**src/sv/psvb_pkg.sv**
```systemverilog
`timescale 1ns / 1ps

package psvb_pkg;

    // Defaults for the top-level parameters.
    localparam int VOICES_DEF      = 120;
    localparam int STORE_DEPTH_DEF = 131072;
    localparam int MAX_LINE_DEF    = 2756;

    // Fixed widths that cover the whole parameter ranges.
    localparam int VOICE_W   = 7;   // up to 128 voices
    localparam int ELEM_W    = 12;  // element index below 4096
    localparam int LEN_W     = 13;  // line length up to 4096
    localparam int ACC_W     = 23;  // sum of up to 128 signed 16-bit steps
    localparam int CNT_W     = 8;   // active count up to 128
    localparam int CFG_IDX_W = 2;
    localparam int CNT40_W   = 40;

    localparam logic [CFG_IDX_W-1:0] REG_DAMPING = 2'd0;
    localparam logic [CFG_IDX_W-1:0] REG_LIFE    = 2'd1;
    localparam logic [CFG_IDX_W-1:0] REG_SEED    = 2'd2;

    localparam logic OP_TICK  = 1'b0;
    localparam logic OP_PLUCK = 1'b1;

    localparam logic [14:0] GAIN_RST   = 15'd16318;
    localparam logic [9:0]  LIFE_RST   = 10'd450;
    localparam logic [31:0] LFSR_TAPS  = 32'h8020_0003;
    localparam logic signed [15:0] MIX_SCALE = 16'sd32766;

    localparam int ROM_ENTRIES = 120;
    localparam logic [11:0] LEN_ROM [ROM_ENTRIES] = '{
        12'd2756, 12'd2756, 12'd2756, 12'd2756, 12'd2756, 12'd2756,
        12'd2756, 12'd2756, 12'd2756, 12'd2756, 12'd2756, 12'd2756,
        12'd2697, 12'd2546, 12'd2403, 12'd2268, 12'd2141, 12'd2020,
        12'd1907, 12'd1800, 12'd1699, 12'd1604, 12'd1514, 12'd1429,
        12'd1348, 12'd1273, 12'd1201, 12'd1134, 12'd1070, 12'd1010,
        12'd954, 12'd900, 12'd849, 12'd802, 12'd757, 12'd714,
        12'd674, 12'd636, 12'd601, 12'd567, 12'd535, 12'd505,
        12'd477, 12'd450, 12'd425, 12'd401, 12'd378, 12'd357,
        12'd337, 12'd318, 12'd300, 12'd283, 12'd268, 12'd253,
        12'd238, 12'd225, 12'd212, 12'd200, 12'd189, 12'd179,
        12'd169, 12'd159, 12'd150, 12'd142, 12'd134, 12'd126,
        12'd119, 12'd113, 12'd106, 12'd100, 12'd95, 12'd89,
        12'd84, 12'd80, 12'd75, 12'd71, 12'd67, 12'd63,
        12'd60, 12'd56, 12'd53, 12'd50, 12'd47, 12'd45,
        12'd42, 12'd40, 12'd38, 12'd35, 12'd33, 12'd32,
        12'd30, 12'd28, 12'd27, 12'd25, 12'd24, 12'd22,
        12'd21, 12'd20, 12'd19, 12'd18, 12'd17, 12'd16,
        12'd15, 12'd14, 12'd13, 12'd13, 12'd12, 12'd11,
        12'd11, 12'd10, 12'd9, 12'd9, 12'd8, 12'd8,
        12'd7, 12'd7, 12'd7, 12'd6, 12'd6, 12'd6
    };

    // Commands from the controller to the datapath.
    typedef struct packed {
        logic              latch;
        logic              start_tick;
        logic              rd_voice;
        logic              rd_a;
        logic              rd_b;
        logic              mul;
        logic              wr_step;
        logic              fill;
        logic              pluck_end;
        logic              mix;
        logic              out;
        logic [VOICE_W-1:0] voice;
    } t_cmd;

    // Status from the datapath to the controller.
    typedef struct packed {
        logic             active;
        logic [LEN_W-1:0] len;
    } t_stat;

    function automatic int line_len(input int v, input int max_line);
        int n;
        n = (v < ROM_ENTRIES) ? int'(LEN_ROM[v]) : int'(LEN_ROM[ROM_ENTRIES-1]);
        return (n > max_line) ? max_line : n;
    endfunction

    // A line length never exceeds the store depth, so one subtraction wraps.
    function automatic int line_base(input int v, input int max_line, input int depth);
        int b;
        b = 0;
        for (int j = 0; j < v; j++) begin
            b = b + line_len(j, max_line);
            if (b >= depth) begin
                b = b - depth;
            end
        end
        return b;
    endfunction

    function automatic logic [31:0] lfsr_next(input logic [31:0] s);
        logic [31:0] t;
        t = {1'b0, s[31:1]};
        return s[0] ? (t ^ LFSR_TAPS) : t;
    endfunction

    function automatic logic signed [15:0] sat16(input logic signed [47:0] x);
        logic signed [15:0] r;
        if (x > 48'sd32767) begin
            r = 16'sh7fff;
        end else if (x < -48'sd32768) begin
            r = -16'sh8000;
        end else begin
            r = x[15:0];
        end
        return r;
    endfunction

endpackage

```
**src/sv/psvb_ctrl.sv**
```systemverilog
`timescale 1ns / 1ps

module psvb_ctrl import psvb_pkg::*; #(
    parameter int VOICES = VOICES_DEF
) (
    input  logic               i_clk,
    input  logic               i_rst_n,
    input  logic               i_start,
    input  logic               i_opcode,
    input  logic [VOICE_W-1:0] i_note_number,
    input  t_stat              i_stat,
    output t_cmd               o_cmd,
    output logic               o_busy
);

    typedef enum logic [3:0] {
        S_IDLE, S_FILL, S_PEND, S_CHK, S_PTR, S_A, S_B, S_W, S_MIX, S_OUT
    } t_state;

    t_state             r_state;
    logic [VOICE_W-1:0] r_voice;
    logic [ELEM_W-1:0]  r_elem;
    logic               w_accept;
    logic               w_last_voice;

    assign w_accept     = i_start && (r_state == S_IDLE);
    assign w_last_voice = (r_voice == VOICE_W'(VOICES - 1));
    assign o_busy       = (r_state != S_IDLE);

    always_ff @(posedge i_clk) begin
        if (!i_rst_n) begin
            r_state <= S_IDLE;
            r_voice <= '0;
            r_elem  <= '0;
        end else begin
            case (r_state)
                S_IDLE: begin
                    if (w_accept) begin
                        r_elem <= '0;
                        if (i_opcode == OP_PLUCK) begin
                            r_voice <= i_note_number;
                            if (int'(i_note_number) < VOICES) begin
                                r_state <= S_FILL;
                            end
                        end else begin
                            r_voice <= '0;
                            r_state <= S_CHK;
                        end
                    end
                end
                S_FILL: begin
                    if (r_elem == ELEM_W'(i_stat.len - LEN_W'(1))) begin
                        r_state <= S_PEND;
                    end else begin
                        r_elem <= r_elem + ELEM_W'(1);
                    end
                end
                S_PEND: r_state <= S_IDLE;
                S_CHK: begin
                    if (i_stat.active) begin
                        r_state <= S_PTR;
                    end else if (w_last_voice) begin
                        r_state <= S_MIX;
                    end else begin
                        r_voice <= r_voice + VOICE_W'(1);
                    end
                end
                S_PTR: r_state <= S_A;
                S_A:   r_state <= S_B;
                S_B:   r_state <= S_W;
                S_W: begin
                    if (w_last_voice) begin
                        r_state <= S_MIX;
                    end else begin
                        r_voice <= r_voice + VOICE_W'(1);
                        r_state <= S_CHK;
                    end
                end
                S_MIX:   r_state <= S_OUT;
                S_OUT:   r_state <= S_IDLE;
                default: r_state <= S_IDLE;
            endcase
        end
    end

    always_comb begin
        o_cmd            = '0;
        o_cmd.voice      = r_voice;
        o_cmd.latch      = w_accept;
        o_cmd.start_tick = w_accept && (i_opcode == OP_TICK);
        o_cmd.fill       = (r_state == S_FILL);
        o_cmd.pluck_end  = (r_state == S_PEND);
        o_cmd.rd_voice   = (r_state == S_CHK);
        o_cmd.rd_a       = (r_state == S_PTR);
        o_cmd.rd_b       = (r_state == S_A);
        o_cmd.mul        = (r_state == S_B);
        o_cmd.wr_step    = (r_state == S_W);
        o_cmd.mix        = (r_state == S_MIX);
        o_cmd.out        = (r_state == S_OUT);
    end

endmodule

```
**config.mk**
```make
export PLATFORM = sky130hd
export DESIGN_NAME = psvb_ctrl
export DESIGN_NICKNAME = d
export VERILOG_FILES = /design/src/sv/psvb_pkg.sv /design/src/sv/psvb_ctrl.sv
export SDC_FILE = /design/constraint.sdc
export NUM_CORES = 1
export LEC_CHECK = 0
export ABC_AREA = 0
export BUFFER_PORTS_ARGS = -buffer_cell sky130_fd_sc_hd__buf_2
export CORE_UTILIZATION = 50
export CTS_CLUSTER_DIAMETER = 120
export CTS_CLUSTER_SIZE = 10
export DETAILED_ROUTE_END_ITERATION = 10
export GPL_TIMING_DRIVEN = 0
export HOLD_SLACK_MARGIN = 0.12
export PLACE_DENSITY = 0.79
export SYNTH_ARGS = -nofsm -noshare
export SYNTH_HDL_FRONTEND = slang
export SYNTH_SLANG_ARGS = --single-unit
```
**constraint.sdc**
```tcl
create_clock -name i_clk -period 3.6 [get_ports i_clk]
set_clock_uncertainty 0.05 [all_clocks]
set_input_delay 0.36 -clock i_clk [delete_from_list [all_inputs] [get_ports i_clk]]
set_output_delay 0.36 -clock i_clk [all_outputs]
set_load 0.02 [all_outputs]
```
[After elaboration in Yosys (flattened, before gate mapping)]
Cells that the tools add are included.
Storage, ports and cells
  flip-flop bits (word level): 23
  output and inout port bits: 19
  word-level logic and storage cells: 50
Cells by class
  $add $sub $neg: 3
  magnitude comparators: 1
  eq/ne operators: 17
  muxes and demuxes: 16
  bitwise gates (word level): 1
  reduce and logical (&&, ||, !) cells: 9
Operators by type and width (count)
  $pmux W4 S8: 1
  $mux W4: 7
  $mux W7: 4
  $mux W12: 2
  $pmux W12 S2: 1
  $pmux W7 S3: 1
  $eq A4 B3 Y1 const B: 4
  $add A12 B1 Y12 const B: 1
  $eq A12 B12 Y1: 1
  $sub A12 B1 Y12 const B: 1
  $eq A4 B2 Y1 const B: 2
  $eq A4 B4 Y1 const B: 2
  $add A7 B1 Y7 const B: 1
  $eq A7 B7 Y1 const B: 1
  $lt A7 B7 Y1 const B: 1
  $ne A2 B2 Y1 const B: 3
  $ne A3 B2 Y1 const B: 2
  $reduce_and A3 Y1: 2
  $eq A4 B1 Y1 const B: 1
  $logic_not A4 Y1: 1
  $reduce_and A4 Y1: 1
  $reduce_bool A4 Y1: 1
  $reduce_bool A3 Y1: 1
  $logic_and A1 B1 Y1: 2
  other kinds (3): 3

[Logic depth before layout (Yosys ltp)]
  depth after elaboration: 5
  gate-level depth with buffers: 11
  mapped depth without buffers: 9

[Least setup slack after synthesis]
No wires, ideal clock.
  path type: in2reg
  start point: in i_stat[5] (netlist name)
  end point: reg r_elem[1]
  data arrival time: 2.512 ns
  setup slack: 0.921 ns
  stages: 9
  path through: buf_2 -> or4_4 -> or4_1 -> a21oi_1 -> o31ai_1 -> nor4_4 -> buf_6 -> a21oi_1 -> a41o_1
Between the ends
  cells in the longest elaborated chain, start to end: 4
Ends and longest elaborated chain
  start, declared: RTL line psvb_ctrl.sv:11  | input t_stat i_stat,
  $sub A12 B1 Y12: RTL line psvb_ctrl.sv:52  | if (r_elem == ELEM_W'(i_stat.len - LEN_W'(1))) begin
  $eq A12 B12 Y1: RTL line psvb_ctrl.sv:52
  $ne A2 B2 Y1 (no line)
  $reduce_and A3 Y1 (no line)
  end signal, assigned: RTL line psvb_ctrl.sv:55  | r_elem <= r_elem + ELEM_W'(1);
  end, declared: RTL line psvb_ctrl.sv:22  | logic [ELEM_W-1:0] r_elem;
Every way passes these cells.
A chain may end at the register's enable or synchronous reset.

[Worst setup path after layout]
  start point: in i_stat[3] (netlist name)
  end point: reg r_elem[2]
Same word-level chain as after synthesis.

==> flow_summary.toml <==
[cells_and_area]
fin_nets = 332
synthToLayoutAreaGrowth_pct = 16.1
final_core_util_pct = 60.5
n_antenna_cell = 0
fillers = 356
multiInputGateArea_mm2 = 0.00133
drive_gt1_share_pct = 18.8
ff_latch_area_um2 = 460
fin_cells = 351
final_area_mm2 = 0.00222

[logic_synthesis]
ys_seq_area_share_pct = 24.1
synth_flop_cell = "dfxtp_1"
netlist_area_mm2 = 0.00191
synth_top_area_share_pct = 24.1
async_flop_share_pct = 0
avgSynthCellArea_um2 = 7.37
yosys-top-cells-count = "nor2_1, dfxtp_1, a21oi_1"
yosysUniqueCellTypes = 55
ys_ff_latch = 23
yosys.area.top_type = "dfxtp_1"
syn_nets = 287
synth_most_common_cell = "nor2_1"
yosys_warnings = 0
synth_edf_count = 0
synth_cells = 259
ys_top_cells_by_area = "dfxtp_1, a21oi_1, nor2_1"

[min_path]
hp-class = "in -> reg"

[clock_network]
cts.sinks = 23
cts-resized-gates = 0
cts_tree = "done"
root_buffer = "clkbuf_8"
clockBufferDepth = 2
clkTransAtPathRegs_ns = 0.08
clk_latency_ns = 0.26
cts_max_level = 1
cts_hold_buf = 0
cts_buffers = 3
cts_setup_buffers = 0

[placed_design]
place.gp.congestion = 0.832
placed_area_mm2 = 0.00217
place_ws_ns = 0.649
portBuffers = 40
hpwl_mm = 3.50
placed_cells = 347

[timing]
final.setup.tns_ns = 0
setup_viol = 0
tightest_slew_ns = 0.532
timing.final.crit_share_pct = 74.7
setup_slack_ns = 0.911
fmax_ghz = 0.372
max_slew_margin_pct = 64.2
hold_viol_final = 0
rsz0062_at_grt = "false"
min_period_ns = 2.69
slew_violations = 0

[global_route]
grt-ovfl-total = 0
grt_use_total_pct = 23.7
grt_pass1_wl_mm = 7.86
grt_max_degree = 14
antenna_found_initial = 0
grt_pass1_vias = 1786

[route]
drt_iter0_markers = 166
totalWireLength_mm = 4.64
postRouteAntennaNets = 0
viasPerCell = 6.01
first_pass_iters = 4
drc_errors = 0
via_count = 2111
wire_per_inst_um = 13.2

[die]
die_h_um = 63.8
num_rows = 22
core_mm2 = 0.00366
die_w_um = 63.8
io_pins = 44
dieArea_mm2 = 0.00407
start_util_pct = 52.2

[pwr]
power_density_mw_per_mm2 = 361
p_leak_nw = 0.922
peakVddDrop_uv = 330

[critical_path]
required_ns = 3.74
crit_path_start_kind = "input port"
worst-path-max-fanout = 10
crit_path_end_kind = "flip-flop"
crit_type = "in -> reg"
arrival_ns = 2.83

[status]
status = "finished clean"

[flow_run]
max-cap-violations = 0
==> worst max-delay path, cell delays in order <==
cell     delay [ns]
buf_2          0.14
or4_4          0.55
or4_1          0.51
a21oi_1        0.16
o31ai_1        0.12
nor4_4         0.42
buf_6          0.20
buf_6          0.15
o21ai_1        0.08
a21oi_1        0.14
==> state kept, by name, indices dropped and copies added (netlist names) <==
name     cells
r_state      4
r_elem      12
r_voice      7
==> per-layer routing <==
metal	GRT usage, %	wire length [um]
met2	36.2	2080
met3	3.75	224
met1	34.4	2290
met4	6.25	35
met5	0	0
==> kinds of logic after synthesis <==
kind of cell    synth area share, %
compound gates                 25.4
xor+xnor                       5.50
fa+ha+maj                      2.49
buf+inv                        6.16
flops                          24.1
mux                           0.524
simple gates                   35.8
==> final cells by class <==
cell class | count | area share (%)
clock buffer | 3 | 1.86
tap | 48 | 2.71
clock inverter | 1 | 0.226
inverter | 10 | 1.69
multi-input combinational | 210 | 60.1
timing repair buffer | 40 | 9.03
sequential | 23 | 20.8
buffer | 16 | 3.61
==> worst paths after layout <==
kind | cells after the start | slack [ns] | to | from
max | 10 | 0.91 | r_elem[2] | i_stat[3]
min | 3 | 0.40 | r_state[0] | i_rst_n
max reg2reg | 9 | 1.03 | r_voice[0] | r_state[0]
min reg2reg | 2 | 0.45 | r_elem[11] | r_elem[11]
==> through the flow <==
step | power (W) | hold WS (ns)
floorplan | 0.000544 | 0.414
global placement | 0.000637 | 0.427
detailed placement | 0.000641 | 0.437
CTS | 0.000804 | 0.397
finish | 0.000800 | 0.403
global route | 0.000856 | 0.414
==> power breakdown <==
group          internal [W]  total, W  switching, W
logic              0.000120  0.000332      0.000211
registers          0.000280  0.000307     0.0000276
clock network     0.0000773  0.000161     0.0000839
total              0.000477  0.000800      0.000323
==> placed cells by master, fill, tap and decap left out, types with 5 or more instances in the layout <==
cell       n
nand2b_1   6
xnor2_1    8
clkbuf_1  12
o21ai_1    7
buf_2     41
dfxtp_1   23
nor2_1    25
or4_1      6
nor3_1     9
a21oi_1   22
or3_1     10
inv_1     10
o31ai_1    5
nand2_1   19
nand3_1   16
o21ai_0    6
(Power assumes the default switching activity.)
